[config.mk]
export PLATFORM = sky130hd
export DESIGN_NAME = protobuf_field_tokenizer
export DESIGN_NICKNAME = d
export VERILOG_FILES = /design/src/sv/pft_pkg.sv /design/src/sv/pft_varint.sv /design/src/sv/pft_fsm.sv /design/src/sv/protobuf_field_tokenizer.sv
export SDC_FILE = /design/constraint.sdc
export NUM_CORES = 1
export LEC_CHECK = 0
export BUFFER_PORTS_ARGS = -buffer_cell sky130_fd_sc_hd__buf_4
export CORE_MARGIN = 2
export CORE_UTILIZATION = 35
export DETAILED_ROUTE_END_ITERATION = 7
export GPL_TIMING_DRIVEN = 1
export PLACE_DENSITY = 0.5
export SLEW_MARGIN = 20
export SYNTH_ARGS = -nofsm -noshare
export SYNTH_HDL_FRONTEND = slang
export SYNTH_SLANG_ARGS = --single-unit
[constraint.sdc]
create_clock -name i_clk -period 6.1 [get_ports i_clk]
set_input_delay 0.61 -clock i_clk [delete_from_list [all_inputs] [get_ports i_clk]]
set_output_delay 0.61 -clock i_clk [all_outputs]
set_load 0.01 [all_outputs]
[src/sv/pft_pkg.sv]
// ============================================================================
// pft_pkg: shared types and constants for the protobuf field tokenizer
// Holds the parse phases, event and error codes, and the per-byte result.
// ============================================================================
package pft_pkg;

    localparam int MSG_LEN_BITS = 16;
    localparam int ACC_W        = 64;
    localparam int IDX_W        = 4;
    localparam int FIELD_W      = 29;
    localparam int WIRE_W       = 3;

    localparam logic [IDX_W-1:0]  IDX_LAST     = 4'd9;
    localparam logic [WIRE_W-1:0] WIRE_VARINT  = 3'd0;
    localparam logic [WIRE_W-1:0] WIRE_LEN     = 3'd2;

    typedef enum logic [2:0] {
        PH_TAG     = 3'd0,
        PH_VALUE   = 3'd1,
        PH_LEN     = 3'd2,
        PH_PAYLOAD = 3'd3,
        PH_SKIP    = 3'd4
    } t_phase;

    typedef enum logic [2:0] {
        EV_NONE    = 3'd0,
        EV_VARINT  = 3'd1,
        EV_HEADER  = 3'd2,
        EV_PAYLOAD = 3'd3,
        EV_ERROR   = 3'd4
    } t_event;

    typedef enum logic [2:0] {
        ERR_NONE      = 3'd0,
        ERR_TRUNC     = 3'd1,
        ERR_OVERFLOW  = 3'd2,
        ERR_NONCANON  = 3'd3,
        ERR_BAD_TAG   = 3'd4,
        ERR_BAD_LEN   = 3'd5,
        ERR_BAD_WIRE  = 3'd6
    } t_err;

    typedef enum logic [1:0] {
        VS_MORE     = 2'd0,
        VS_DONE     = 2'd1,
        VS_OVERFLOW = 2'd2,
        VS_NONCANON = 2'd3
    } t_vstatus;

    typedef struct packed {
        t_vstatus          status;
        logic [ACC_W-1:0]  accum;
        logic [IDX_W-1:0]  index;
    } t_vstep;

    typedef struct packed {
        t_event             event_res;
        logic [FIELD_W-1:0] field_number;
        logic [WIRE_W-1:0]  wire_kind;
        logic [ACC_W-1:0]   field_value;
        logic [7:0]         payload_data;
        logic               payload_end;
        t_err               error_code;
        logic               message_done;
        logic               message_ok;
    } t_result;

    typedef struct packed {
        t_phase phase;
        logic   error_seen;
    } t_status;

endpackage

[src/sv/pft_varint.sv]
// ============================================================================
// pft_varint: one byte step of the varint decoder
// Merges 7 bits (1 at index 9) into the accumulator, checks length and form.
// ============================================================================
module pft_varint (
    input  logic [pft_pkg::ACC_W-1:0] i_accum,
    input  logic [pft_pkg::IDX_W-1:0] i_index,
    input  logic [7:0]                i_byte,
    output pft_pkg::t_vstep           o_step
);

    logic [pft_pkg::IDX_W-1:0] idx;
    logic [pft_pkg::ACC_W-1:0] merged;
    logic                      at_last;

    always_comb begin
        at_last = (i_index >= pft_pkg::IDX_LAST);
        idx     = at_last ? pft_pkg::IDX_LAST : i_index;
        merged  = i_accum;
        for (int k = 0; k < 9; k++) begin
            if (idx == pft_pkg::IDX_W'(k)) begin
                merged[7*k +: 7] = i_accum[7*k +: 7] | i_byte[6:0];
            end
        end
        if (at_last) begin
            merged[pft_pkg::ACC_W-1] = i_accum[pft_pkg::ACC_W-1] | i_byte[0];
        end

        o_step.accum = merged;
        o_step.index = i_index;
        if (at_last && (i_byte[7:1] != 7'd0)) begin
            o_step.status = pft_pkg::VS_OVERFLOW;
            o_step.accum  = i_accum;
        end else if (!i_byte[7]) begin
            if ((idx != '0) && (i_byte[6:0] == 7'd0)) begin
                o_step.status = pft_pkg::VS_NONCANON;
            end else begin
                o_step.status = pft_pkg::VS_DONE;
            end
        end else begin
            o_step.status = pft_pkg::VS_MORE;
            o_step.index  = idx + 1'b1;
        end
    end

endmodule

[src/sv/pft_fsm.sv]
// ============================================================================
// pft_fsm: field parse state and per-byte result logic
// Tracks the parse phase and field context and forms the result of each byte.
// ============================================================================
module pft_fsm (
    input  logic               i_clk,
    input  logic               i_rst_n,
    input  logic               i_adv,
    input  logic [7:0]         i_byte,
    input  logic               i_last,
    output pft_pkg::t_result   o_result,
    output pft_pkg::t_status   o_status
);

    pft_pkg::t_phase                   r_phase, n_phase;
    logic [pft_pkg::ACC_W-1:0]         r_accum, n_accum;
    logic [pft_pkg::IDX_W-1:0]         r_index, n_index;
    logic [pft_pkg::FIELD_W-1:0]       r_field, n_field;
    logic [pft_pkg::WIRE_W-1:0]        r_wire, n_wire;
    logic [pft_pkg::MSG_LEN_BITS-1:0]  r_left, n_left;
    logic                              r_err_seen, n_err_seen;

    pft_pkg::t_vstep                   vstep;
    logic [pft_pkg::ACC_W-1:0]         tval;
    logic [pft_pkg::MSG_LEN_BITS-1:0]  left_dec;
    pft_pkg::t_event                   ev;
    pft_pkg::t_err                     err;
    logic [pft_pkg::ACC_W-1:0]         val;
    logic [7:0]                        pd;
    logic                              pend;

    pft_varint u_varint (
        .i_accum (r_accum),
        .i_index (r_index),
        .i_byte  (i_byte),
        .o_step  (vstep)
    );

    always_ff @(posedge i_clk) begin
        if (!i_rst_n) begin
            r_phase    <= pft_pkg::PH_TAG;
            r_accum    <= '0;
            r_index    <= '0;
            r_field    <= '0;
            r_wire     <= '0;
            r_left     <= '0;
            r_err_seen <= 1'b0;
        end else if (i_adv) begin
            r_phase    <= n_phase;
            r_accum    <= n_accum;
            r_index    <= n_index;
            r_field    <= n_field;
            r_wire     <= n_wire;
            r_left     <= n_left;
            r_err_seen <= n_err_seen;
        end
    end

    always_comb begin
        n_phase    = r_phase;
        n_accum    = r_accum;
        n_index    = r_index;
        n_field    = r_field;
        n_wire     = r_wire;
        n_left     = r_left;
        n_err_seen = r_err_seen;
        ev         = pft_pkg::EV_NONE;
        err        = pft_pkg::ERR_NONE;
        val        = '0;
        pd         = 8'd0;
        pend       = 1'b0;
        tval       = vstep.accum;
        left_dec   = (r_left != '0) ? (r_left - 1'b1) : r_left;

        case (r_phase)
            pft_pkg::PH_TAG, pft_pkg::PH_VALUE, pft_pkg::PH_LEN: begin
                n_accum = vstep.accum;
                n_index = vstep.index;
                case (vstep.status)
                    pft_pkg::VS_OVERFLOW, pft_pkg::VS_NONCANON: begin
                        if (r_phase == pft_pkg::PH_LEN) begin
                            err = pft_pkg::ERR_BAD_LEN;
                        end else if (vstep.status == pft_pkg::VS_OVERFLOW) begin
                            err = pft_pkg::ERR_OVERFLOW;
                        end else begin
                            err = pft_pkg::ERR_NONCANON;
                        end
                    end
                    pft_pkg::VS_DONE: begin
                        n_accum = '0;
                        n_index = '0;
                        if (r_phase == pft_pkg::PH_TAG) begin
                            n_field = tval[pft_pkg::FIELD_W+2:3];
                            n_wire  = tval[pft_pkg::WIRE_W-1:0];
                            if ((tval == '0) || (tval[pft_pkg::ACC_W-1:32] != '0)) begin
                                err = pft_pkg::ERR_BAD_TAG;
                            end else if (n_wire == pft_pkg::WIRE_VARINT) begin
                                n_phase = pft_pkg::PH_VALUE;
                            end else if (n_wire == pft_pkg::WIRE_LEN) begin
                                n_phase = pft_pkg::PH_LEN;
                            end else begin
                                err = pft_pkg::ERR_BAD_WIRE;
                            end
                        end else if (r_phase == pft_pkg::PH_VALUE) begin
                            ev      = pft_pkg::EV_VARINT;
                            val     = tval;
                            n_phase = pft_pkg::PH_TAG;
                        end else if (tval[pft_pkg::ACC_W-1:pft_pkg::MSG_LEN_BITS] != '0) begin
                            err = pft_pkg::ERR_BAD_LEN;
                        end else begin
                            ev      = pft_pkg::EV_HEADER;
                            val     = tval;
                            n_left  = tval[pft_pkg::MSG_LEN_BITS-1:0];
                            n_phase = (tval == '0) ? pft_pkg::PH_TAG : pft_pkg::PH_PAYLOAD;
                        end
                    end
                    default: begin
                    end
                endcase
            end
            pft_pkg::PH_PAYLOAD: begin
                ev     = pft_pkg::EV_PAYLOAD;
                pd     = i_byte;
                n_left = left_dec;
                if (left_dec == '0) begin
                    pend    = 1'b1;
                    n_phase = pft_pkg::PH_TAG;
                end
            end
            default: begin
            end
        endcase

        if ((err == pft_pkg::ERR_NONE) && i_last && (n_phase != pft_pkg::PH_SKIP) &&
            ((n_phase != pft_pkg::PH_TAG) || (n_index != '0))) begin
            if ((n_phase == pft_pkg::PH_TAG) || (n_phase == pft_pkg::PH_VALUE)) begin
                err = pft_pkg::ERR_TRUNC;
            end else begin
                err = pft_pkg::ERR_BAD_LEN;
            end
        end
        if (err != pft_pkg::ERR_NONE) begin
            ev         = pft_pkg::EV_ERROR;
            val        = '0;
            pd         = 8'd0;
            pend       = 1'b0;
            n_phase    = pft_pkg::PH_SKIP;
            n_err_seen = 1'b1;
        end

        o_result.event_res    = ev;
        o_result.field_number = n_field;
        o_result.wire_kind    = n_wire;
        o_result.field_value  = val;
        o_result.payload_data = pd;
        o_result.payload_end  = pend;
        o_result.error_code   = err;
        o_result.message_done = i_last;
        o_result.message_ok   = i_last && !n_err_seen;

        if (i_last) begin
            n_phase    = pft_pkg::PH_TAG;
            n_accum    = '0;
            n_index    = '0;
            n_field    = '0;
            n_wire     = '0;
            n_left     = '0;
            n_err_seen = 1'b0;
        end

        o_status.phase      = r_phase;
        o_status.error_seen = r_err_seen;
    end

endmodule

[src/sv/protobuf_field_tokenizer.sv]
// ============================================================================
// protobuf_field_tokenizer: streaming protobuf wire-format field splitter
// Takes message bytes on the slave stream and gives one result per byte.
// ============================================================================
// The tokenizer takes one message byte per cycle when the output is not
// stalled and returns exactly one result per byte, through the input
// register and then the result register. The rate is set by the update of
// the parse state (phase, varint accumulator, field context and payload
// count) between the input register and the result register; an output
// register lets a new byte enter while a finished result waits. tlast on
// the input marks the final byte of a message, and tlast on the output marks
// its result; all parse state returns to its start values after that byte.
module protobuf_field_tokenizer (
    input  logic          i_clk,
    input  logic          i_rst_n,
    input  logic          s_axis_tvalid,
    output logic          s_axis_tready,
    input  logic [7:0]    s_axis_tdata,   // data_byte
    input  logic          s_axis_tlast,   // last_byte
    output logic          m_axis_tvalid,
    input  logic          m_axis_tready,
    // field_number[28:0], wire_kind[31:29], field_value[95:32],
    // payload_data[103:96], payload_end[104], error_code[107:105],
    // message_ok[108], zero fill[111:109]
    output logic [111:0]  m_axis_tdata,
    output logic [2:0]    m_axis_tuser,   // event_res
    output logic          m_axis_tlast    // message_done
);

    logic               r_in_valid;
    logic [7:0]         r_in_byte;
    logic               r_in_last;
    logic               r_out_valid;
    pft_pkg::t_result   r_out;
    pft_pkg::t_result   result;
    pft_pkg::t_status   status;
    logic               out_ready;
    logic               adv;

    assign out_ready     = !r_out_valid || m_axis_tready;
    assign adv           = r_in_valid && out_ready;
    assign s_axis_tready = !r_in_valid || adv;

    always_ff @(posedge i_clk) begin
        if (!i_rst_n) begin
            r_in_valid <= 1'b0;
        end else if (s_axis_tvalid && s_axis_tready) begin
            r_in_valid <= 1'b1;
        end else if (adv) begin
            r_in_valid <= 1'b0;
        end
    end

    always_ff @(posedge i_clk) begin
        if (s_axis_tvalid && s_axis_tready) begin
            r_in_byte <= s_axis_tdata;
            r_in_last <= s_axis_tlast;
        end
    end

    pft_fsm u_fsm (
        .i_clk    (i_clk),
        .i_rst_n  (i_rst_n),
        .i_adv    (adv),
        .i_byte   (r_in_byte),
        .i_last   (r_in_last),
        .o_result (result),
        .o_status (status)
    );

    always_ff @(posedge i_clk) begin
        if (!i_rst_n) begin
            r_out_valid <= 1'b0;
        end else if (adv) begin
            r_out_valid <= 1'b1;
        end else if (m_axis_tready) begin
            r_out_valid <= 1'b0;
        end
    end

    always_ff @(posedge i_clk) begin
        if (adv) begin
            r_out <= result;
        end
    end

    assign m_axis_tvalid = r_out_valid;
    assign m_axis_tuser  = r_out.event_res;
    assign m_axis_tlast  = r_out.message_done;
    assign m_axis_tdata  = {3'b000, r_out.message_ok, r_out.error_code, r_out.payload_end,
                            r_out.payload_data, r_out.field_value, r_out.wire_kind,
                            r_out.field_number};

    a_skip_has_error: assert property (@(posedge i_clk) disable iff (!i_rst_n)
        status.phase == pft_pkg::PH_SKIP |-> status.error_seen)
        else $error("skip phase without a recorded error");

    a_last_resets: assert property (@(posedge i_clk) disable iff (!i_rst_n)
        adv && r_in_last |=> status.phase == pft_pkg::PH_TAG && !status.error_seen)
        else $error("parse state not cleared after final byte");

    a_error_skips: assert property (@(posedge i_clk) disable iff (!i_rst_n)
        adv && !r_in_last && result.event_res == pft_pkg::EV_ERROR
        |=> status.phase == pft_pkg::PH_SKIP)
        else $error("error did not enter skip phase");

    a_error_code: assert property (@(posedge i_clk) disable iff (!i_rst_n)
        adv |-> (result.event_res == pft_pkg::EV_ERROR) == (result.error_code != pft_pkg::ERR_NONE))
        else $error("error event and error code disagree");

endmodule

---- Word level (Yosys, flattened, before mapping) ----
Index checks and enable logic that the tools add are counted.
W data, S select, Z words.
word-level totals
  memories kept ........................... 0
  output and inout port bits .............. 118
  bits in registers ....................... 244
  bits of input ports ..................... 13
  memory bits (read-only) ................. 0
  bits in writable memories ............... 0
  bits in latches ......................... 0
operators by class
  reductions and logical operators ........ 42
  order comparisons ....................... 1
  shift operators ......................... 0
  equal/unequal tests ..................... 21
  $add $sub $neg .......................... 2
  multiplexer cells ....................... 76
  $mul .................................... 0
  bitwise gates (word level) .............. 13
  div/mod/pow operators ................... 0
operators with widths
  kind                     number
  $mux W64                 6
  $mux W29                 4
  $mux W16                 6
  $mux W3                  27
  $logic_not A64 Y1        1
  $mux W7                  9
  $or A7 B7 Y7             9
  $reduce_bool A48 Y1      1
  $pmux W16 S2             1
  $reduce_bool A32 Y1      1
  $mux W4                  6
  $pmux W3 S2              3
  $eq A4 B3 Y1 const B     4
  $logic_not A16 Y1        1
  $reduce_bool A16 Y1      1
  $sub A16 B1 Y16 const B  1
  $logic_not A3 Y1         4
  $ne A3 B3 Y1 const B     4
  $mux W2                  5
  $eq A3 B2 Y1 const B     3
  $mux W1                  9
  $reduce_bool A3 Y1       3
  $eq A4 B2 Y1 const B     2
  $logic_and A1 B1 Y1      8
  other kinds (22)         36

---- Logic depth before layout (Yosys ltp) ----
Gate-level depths: netlist of the first run.
  word-level depth ........................ 21
  depth in mapped cells ................... 16
  mapped depth without buffers ............ 13

---- Modules after synthesis ----
A second synthesis of the first run with hierarchy kept.
second synthesis, totals
  cells, all modules ...................... 1100
  area total of the unflattened synthesis .. 11397.2 um^2
modules (own cells, without submodules)
  module                    cells each  area each (um^2)  times used
  pft_fsm                   849         6759.0            1
  protobuf_field_tokenizer  135         3793.6            1
  pft_varint                116         844.6             1

---- Worst setup path before layout of the first run ----
OpenSTA, ideal clock, no wires.
  kind .................................... input port to flip-flop
  from .................................... input m_axis_tready
  to ...................................... register u_fsm.r_accum[44] (netlist bit)
  path slack .............................. 1.253 ns
  required time ........................... 5.982 ns
  stages on the path ...................... 9
  arrival ................................. 4.729 ns
  cell sequence ........................... nor2b_1 > nand2b_1 > inv_1 > o21ai_1 > nand2b_1 > buf_2 > buf_1 > a22oi_1 > nor2b_1
on the way
  word-level cells in the longest chain between the ends .. 3
ends and longest elaborated chain
  what                                RTL line                        text
  start, declared                     protobuf_field_tokenizer.sv:21  input logic m_axis_tready,
  $logic_or A1 B1 Y1                  protobuf_field_tokenizer.sv:40  assign out_ready = !r_out_valid || m_axis_tready;
  $logic_and A1 B1 Y1                 protobuf_field_tokenizer.sv:41  assign adv = r_in_valid && out_ready;
  named net adv                       protobuf_field_tokenizer.sv:38  logic adv;
  $reduce_and A2 Y1 (no source line)  n/a
  end signal, assigned                pft_fsm.sv:50                   r_accum <= n_accum;
  end, declared                       pft_fsm.sv:16                   logic [pft_pkg::ACC_W-1:0] r_accum, n_accum;
The timed path passes the listed nets, and every way through them passes these cells.
A chain may end at the register's enable or synchronous reset.

---- Worst setup path in the final report of the first run ----
  from .................................... register u_fsm.r_index[3] (netlist bit)
  to ...................................... register r_out (netlist bit m_axis_tdata[104]), data pin
on the way
  word-level cells in the longest chain between the ends .. 19
ends and longest elaborated chain
  what                                                   RTL line                        text
  start, declared                                        pft_fsm.sv:17                   logic [pft_pkg::IDX_W-1:0] r_index, n_index;
  start signal, assigned                                 pft_fsm.sv:51                   r_index <= n_index;
  branches (longest 16 deep; another with $ge A4 B4 Y1)  n/a
  $mux W3 (*)                                            pft_fsm.sv:134                  if ((err == pft_pkg::ERR_NONE) && i_last && (n_phase != pft_pkg::PH_SKIP) &&
  $reduce_bool A3 Y1 (*)                                 pft_fsm.sv:142                  if (err != pft_pkg::ERR_NONE) begin
  $reduce_or A2 Y1 (no source line) (*)                  n/a
  end signal, assigned                                   protobuf_field_tokenizer.sv:83  r_out <= result;
  end, declared                                          protobuf_field_tokenizer.sv:34  pft_pkg::t_result r_out;
Mark *: on every way between the ends.

==> impl_metrics.ini, run 1 <==
[outcome]
status = complete, no violations

[placement]
dp_hpwl_mm = 21.61
portBuffers = 127
gp_congestion = 0.8801
placed_area_um2 = 12600

[clock_tree]
clock_sink_count = 244
post_cts_resized = 0
clk_pin_slew_ps = 60
cts_inserted_buffers = 27
clock_path_buffers = 3
cts_tree = done
htreeDepth = 1
worstSkewPairLatency_ps = 530
postCtsSetupRepairBufs = 0
cts-root-buf = clkbuf_16
cts_hold_buf = 0

[logic_synthesis]
syn_area_um2 = 11360
synthFlopType = edfxtp_1
synth_area_per_cell_um2 = 9.829
synth_edf_count = 122
ys_seq_area_frac = 0.5374
synthCells = 1156
ys_ff_latch = 244
yosysTopAreaCellShare = 0.3224
synthArstFlopShare = 0
synth_largest_area_cell = edfxtp_1
synth_cell_type_count = 78
synth_area_leaders = edfxtp_1, dfxtp_1, nor2b_1, a22oi_1, a21oi_1
yosysWarnings = 0

[floorplan]
die_w_um = 184.2
core_area_um2 = 31800
die_height_um = 184.2
rows = 65
die-area_um2 = 33920
io_pins = 131
start_util = 0.3573

[cells_and_area]
area_growth_pct = 18.23
multi_input_area_um2 = 4818
fin_nets = 1250
n_fill_cell = 3173
drive_gt1_frac = 0.1687
seqCellArea_um2 = 6106
antenna_cells = 0
final_util = 0.4224
final_cell_area_um2 = 13430

[timing]
worst_pin_slew_ps = 1063
hold_viol = 0
min_period_over_period = 0.7792
slew-limit-headroom = 0.2890
clock.fmax_ghz = 0.2104
hold_slack_ps = 257.4
slew_violations = 0
fin_worst_skew_ps = 11.39
fin_crit_ps = 4753
rsz0062_at_grt = false
setup_violations = 0
final.setup.tns_ps = 0

[global_routing]
grt.total_usage = 0.1952
antenna_found_initial = 0
grt_pass1_vias = 8716
grt_max_degree = 85
gr-total-overflow = 0
grt_pass1_wl_mm = 51.77

[run]
drv_cap = 0

[setup_path]
cp_max_fo = 30
worstSetupEndpointType = flip-flop
critPathArrivalTime_ps = 5080
critPathKind = reg2reg
worst_ep_required_time_ps = 6430
cp-start-kind = flip-flop

[route]
avgViaCountPerCell = 5.431
dr.first_iter.drc_count = 745
wire_per_inst_um = 19.62
wl_mm = 33.08
first_pass_iters = 5
post-route-drc-count = 0
ant_nets = 0
via_count = 9157

[pwr]
vdd_drop_max_uv = 216.1
powerDensity_nw_per_um2 = 268.3
p_leak_nw = 4.635
power_mw = 3.605

[hold_path]
holdCritPathClass = in2reg
-- per-layer routing --
metal / up-vias / global-route usage / part of all wire
met2: 246 / 0.3105 / 0.46
li1: 4406 / - / -
met5: - / 0 / 0
met3: 54 / 0.02312 / 0.052
met4: 0 / 0.05280 / 0.022
met1: 4451 / 0.2809 / 0.46
-- flip-flops by register name, summed over array words and instances, names as in the netlist, 3 cells and up --
register       cells
u_fsm.r_field     29
m_axis_tuser       3
u_fsm.r_index      4
u_fsm.r_accum     64
u_fsm.r_phase      3
m_axis_tdata     109
u_fsm.r_wire       3
r_in_byte          8
u_fsm.r_left      16
-- report_power, final --
group,leakage [nW],switching [mW],total [mW],internal [mW]
Combinational,2.10,0.166,0.251,0.0856
Sequential,2.13,0.0350,1.80,1.76
Clock,0.408,0.663,1.56,0.895
-- synthesized netlist by cell type, drive strengths merged, types with 6 or more instances --
library cell  instances
nand3                25
o21ai                79
buf                  19
a2111oi              10
o31ai                 6
or3                  10
nor2b                80
edfxtp              122
o2111ai               8
nor2                 93
and3                  7
clkbuf               82
nor4                 15
nand4                14
nand2               105
mux2i                 9
a31oi                11
a211oi               22
a22oi                58
ha                    6
a32oi                 6
inv                  12
nor3                 14
o211ai                7
dfxtp               122
nor4bb                6
and2                 39
a21oi                84
-- per-stage QoR --
| step | setup WS [ps] | cells |
|---|---|---|
| after global routing | 951.3 | 1686 |
| after global placement | 1267 | 1637 |
| after floorplan | 1253 | 1158 |
| final | 1347 | 1686 |
| after detailed placement | 1160 | 1637 |
| after CTS | 1159 | 1686 |
-- cell families (layout without fill, tap and decap cells) --
family | count (synthesis) | in the layout | share of synthesized area
buffers and inverters | 113 | 206 | 0.04118
adders and majority gates | 6 | 6 | 0.006607
AOI/OAI and AO/OA | 339 | 339 | 0.1985
DFF | 244 | 244 | 0.5374
muxes | 13 | 13 | 0.01189
other | 1 | 3 | 0.0003300
and+or+nand+nor | 438 | 438 | 0.2025
xor gates and xnor gates | 2 | 2 | 0.001542
-- cells in the final DEF (no fill, tap or decap), drive strengths merged, types with 4 or more instances in the layout --
| cell | netlist | routed |
|---|---|---|
| a221oi | 4 | 4 |
| a2111oi | 10 | 10 |
| nor3b | 5 | 5 |
| edfxtp | 122 | 122 |
| and2 | 39 | 39 |
| ha | 6 | 6 |
| o2111ai | 8 | 8 |
| or4 | 5 | 5 |
| a32oi | 6 | 6 |
| nand4 | 14 | 14 |
| a311oi | 5 | 5 |
| a22oi | 58 | 58 |
| o21a | 5 | 5 |
| a21oi | 84 | 84 |
| nor2 | 93 | 93 |
| o31ai | 6 | 6 |
| a31oi | 11 | 11 |
| nor4bb | 6 | 6 |
| and3 | 7 | 7 |
| nand3 | 25 | 25 |
| clkinv | 0 | 13 |
| a211oi | 22 | 22 |
| mux2i | 9 | 9 |
| nand2 | 105 | 105 |
| dfxtp | 122 | 122 |
| buf | 19 | 145 |
| or3 | 10 | 10 |
| nand2b | 5 | 5 |
| o21ai | 79 | 79 |
| nor3 | 14 | 14 |
| and4 | 4 | 4 |
| o211ai | 7 | 7 |
| nor2b | 80 | 80 |
| clkbuf | 82 | 33 |
| a21o | 5 | 5 |
| mux2 | 4 | 4 |
| inv | 12 | 12 |
| nor4 | 15 | 15 |
-- path summary, 6_finish.rpt --
kind | startpoint | depth (start not counted) | slack, ps | endpoint
worst max-delay path | u_fsm.r_index[3] | 12 | 1350 | m_axis_tdata[104]
worst min-delay path | s_axis_tlast | 1 | 260 | r_in_last
worst max register to register | u_fsm.r_index[3] | 12 | 1350 | m_axis_tdata[104]
worst min register to register | u_fsm.r_err_seen | 1 | 480 | u_fsm.r_err_seen
-- critical path, cell delays in order (launching register included) --
cell and delay [ps]:
dfxtp_1 490, o31a_1 250, nor2_1 90, ha_1 240, nor3b_1 150, buf_4 180
a2111oi_0 600, nand4_1 380, nor3_2 380, nand4_1 270, o32a_1 470, a211o_2 600
a2111oi_2 430
-- cell type report --
| class | count | area share |
|---|---|---|
| repair buffers | 145 | 0.08104 |
| inverters | 12 | 0.003539 |
| flip-flops and latches | 244 | 0.4545 |
| clock buffers | 33 | 0.05197 |
| clock inverters | 16 | 0.009687 |
| well taps | 435 | 0.04052 |
| multi-input cells | 801 | 0.3587 |
No activity file was read; power rests on OpenSTA's default activity.
==> run 2, diff against run 1 <==
==> constraint.sdc (replaced) <==
create_clock -name i_clk -period 4.38 [get_ports i_clk]
set_input_delay 0.438 -clock i_clk [delete_from_list [all_inputs] [get_ports i_clk]]
set_output_delay 0.438 -clock i_clk [all_outputs]
set_load 0.01 [all_outputs]
==> run 2 against run 1 <==
  * Combinational power grew 53%
  * Final cell count is 2.0% higher
  * Register-to-register slack got worse by 1100 ps
  * Non-clock buffer count rose by 33
  * Largest power group unchanged
  * Hold slack lost 180 ps
  * Routed wire length is 1.4% higher
  * Highest routed layer unchanged
==> impl_metrics.ini, run 2 (synthesis gave the netlist of run 1 again) <==
[outcome]
status = complete, no violations

[cells_and_area]
antenna_cells = 0
drive_gt1_frac = 0.1916
largest_register_ffs = 109
final_common_cell = buf_4
final_util = 0.4306
area_growth_pct = 20.50
fin_nets = 1283
layout_common_cells = buf_4, edfxtp_1, dfxtp_1
final-instance-count-excl-fill = 1719

[clock_tree]
clk_pin_slew_ps = 60
cts_hold_buf = 0
cts_tree = done
cts_inserted_buffers = 27
htreeDepth = 1
worstSkewPairLatency_ps = 530
cts-root-buf = clkbuf_16
clock_path_buffers = 3
clock_sink_count = 244

[pwr]
switchingPower_mw = 1.192
vdd_drop_max_uv = 269.0
p_leak_nw = 4.789
combPwrFrac = 0.077
intPower_mw = 3.774
switching_share = 0.2401
p_seq_frac = 0.501
p_clk_frac = 0.421
powerDensity_nw_per_um2 = 362.7

[placement]
portBuffers = 127
dp_hpwl_mm = 22.21
gp_congestion = 0.8551
place_inst = 1669
dp_slack_ps = -5.806

[timing]
fin_crit_ps = 4093
fin_ws_ps = 287.0
slew-limit-headroom = 0.3394
worst_pin_slew_ps = 988.7
hold_viol = 0
slew_violations = 0
hold_slack_ps = 81.79
setup_violations = 0
min_period_over_period = 0.9345
fin_worst_skew_ps = 17.52
rsz0062_at_grt = false
clock.fmax_ghz = 0.2443

[route]
ant_nets = 0
wire_per_inst_um = 19.51
dr.first_iter.drc_count = 670
avgViaCountPerCell = 5.403
post-route-drc-count = 0
via_count = 9287
first_pass_iters = 5
wl_mm = 33.53

[floorplan]
start_util = 0.3573
die_height_um = 184.2
core_area_um2 = 31800
io_pins = 131
die-area_um2 = 33920
die_w_um = 184.2
rows = 65

[setup_path]
worstSetupEndpointType = flip-flop
worst_ep_required_time_ps = 4710
cp_max_fo = 30
critPathKind = reg2reg
critPathArrivalTime_ps = 4420
r2r_slack_ps = 290
critPathLaunch = u_fsm.r_index[1]
rr_startpoint = u_fsm.r_index[1]
cp-start-kind = flip-flop

[global_routing]
grt_pass1_vias = 8805
antenna_found_initial = 0
grt_pass1_wl_mm = 52.15
grt_max_degree = 76
gr-total-overflow = 0
grt.total_usage = 0.1955

[hold_path]
holdCritPathClass = in2reg
hold_start = s_axis_tlast

[run]
drv_cap = 0
[run 2: cell types whose count changed in the layout (fill, tap and decap cells not counted), sizes merged]
cell	previous run	this run
buf	145	178
clkbuf	33	35
bufinv	2	1
inv	12	11
[run 2: final timing paths]
| check | endpoint | cells past startpoint |
|---|---|---|
| worst max-delay path | m_axis_tdata[104] | 13 |
| worst min-delay path | r_in_last | 1 |
| worst max register to register | m_axis_tdata[104] | 13 |
| worst min register to register | u_fsm.r_err_seen | 1 |
[run 2: metrics by stage]
step	setup TNS [ps]	power, mW	instance area, um^2
final	0	4.967	13690
after global routing	0	5.157	13690
after detailed placement	-5.806	2.924	12860
after global placement	0	2.926	12860
after CTS	0	5.031	13660
after floorplan	0	2.740	11370
[run 2: cell type report]
| type | instances | area [um^2] |
|---|---|---|
| Clock buffer | 35 | 705.7 |
| Multi-Input combinational cell | 801 | 4837 |
| Timing Repair Buffer | 178 | 1361 |
| Clock inverter | 14 | 87.58 |
| Fill cell | 3084 | 18110 |
| Tap cell | 435 | 544.3 |
| Sequential cell | 244 | 6107 |
| Inverter | 12 | 48.80 |
[run 2: worst max-delay path, stage by stage, from the launching register on]
cell and delay, ps:
dfxtp_2 360, o31a_1 340, nor2_2 140, inv_1 80, ha_1 250, nor3b_1 260
a2111oi_1 440, nand4_1 250, nor3_2 250, nand4_1 200, o32a_1 420, a211o_1 350
buf_12 180, a2111oi_2 350
[run 2: power by group through the flow]
stage,sequential (mW),combinational [mW],clock (mW)
finish,2.49,0.385,2.09
global route,2.49,0.417,2.25
CTS,2.49,0.388,2.15
detailed placement,2.54,0.386,0
global placement,2.54,0.387,0
floorplan,2.54,0.197,0
[run 2: timing repair]
action                                  4_1_cts  5_1_grt
resized for setup                             1       13
buffers inserted                              0        1
endpoints found under the setup margin        2       33
pin swaps                                     0        3
[run 2: per-layer routing]
metal  global-route usage  wire length [um]  vias up
met5                    0                 0        -
met4              0.04736               720        0
met3              0.02707              1737       50
met2               0.3090             15240      253
met1               0.2826             15840     4507
li1                     -                 -     4477
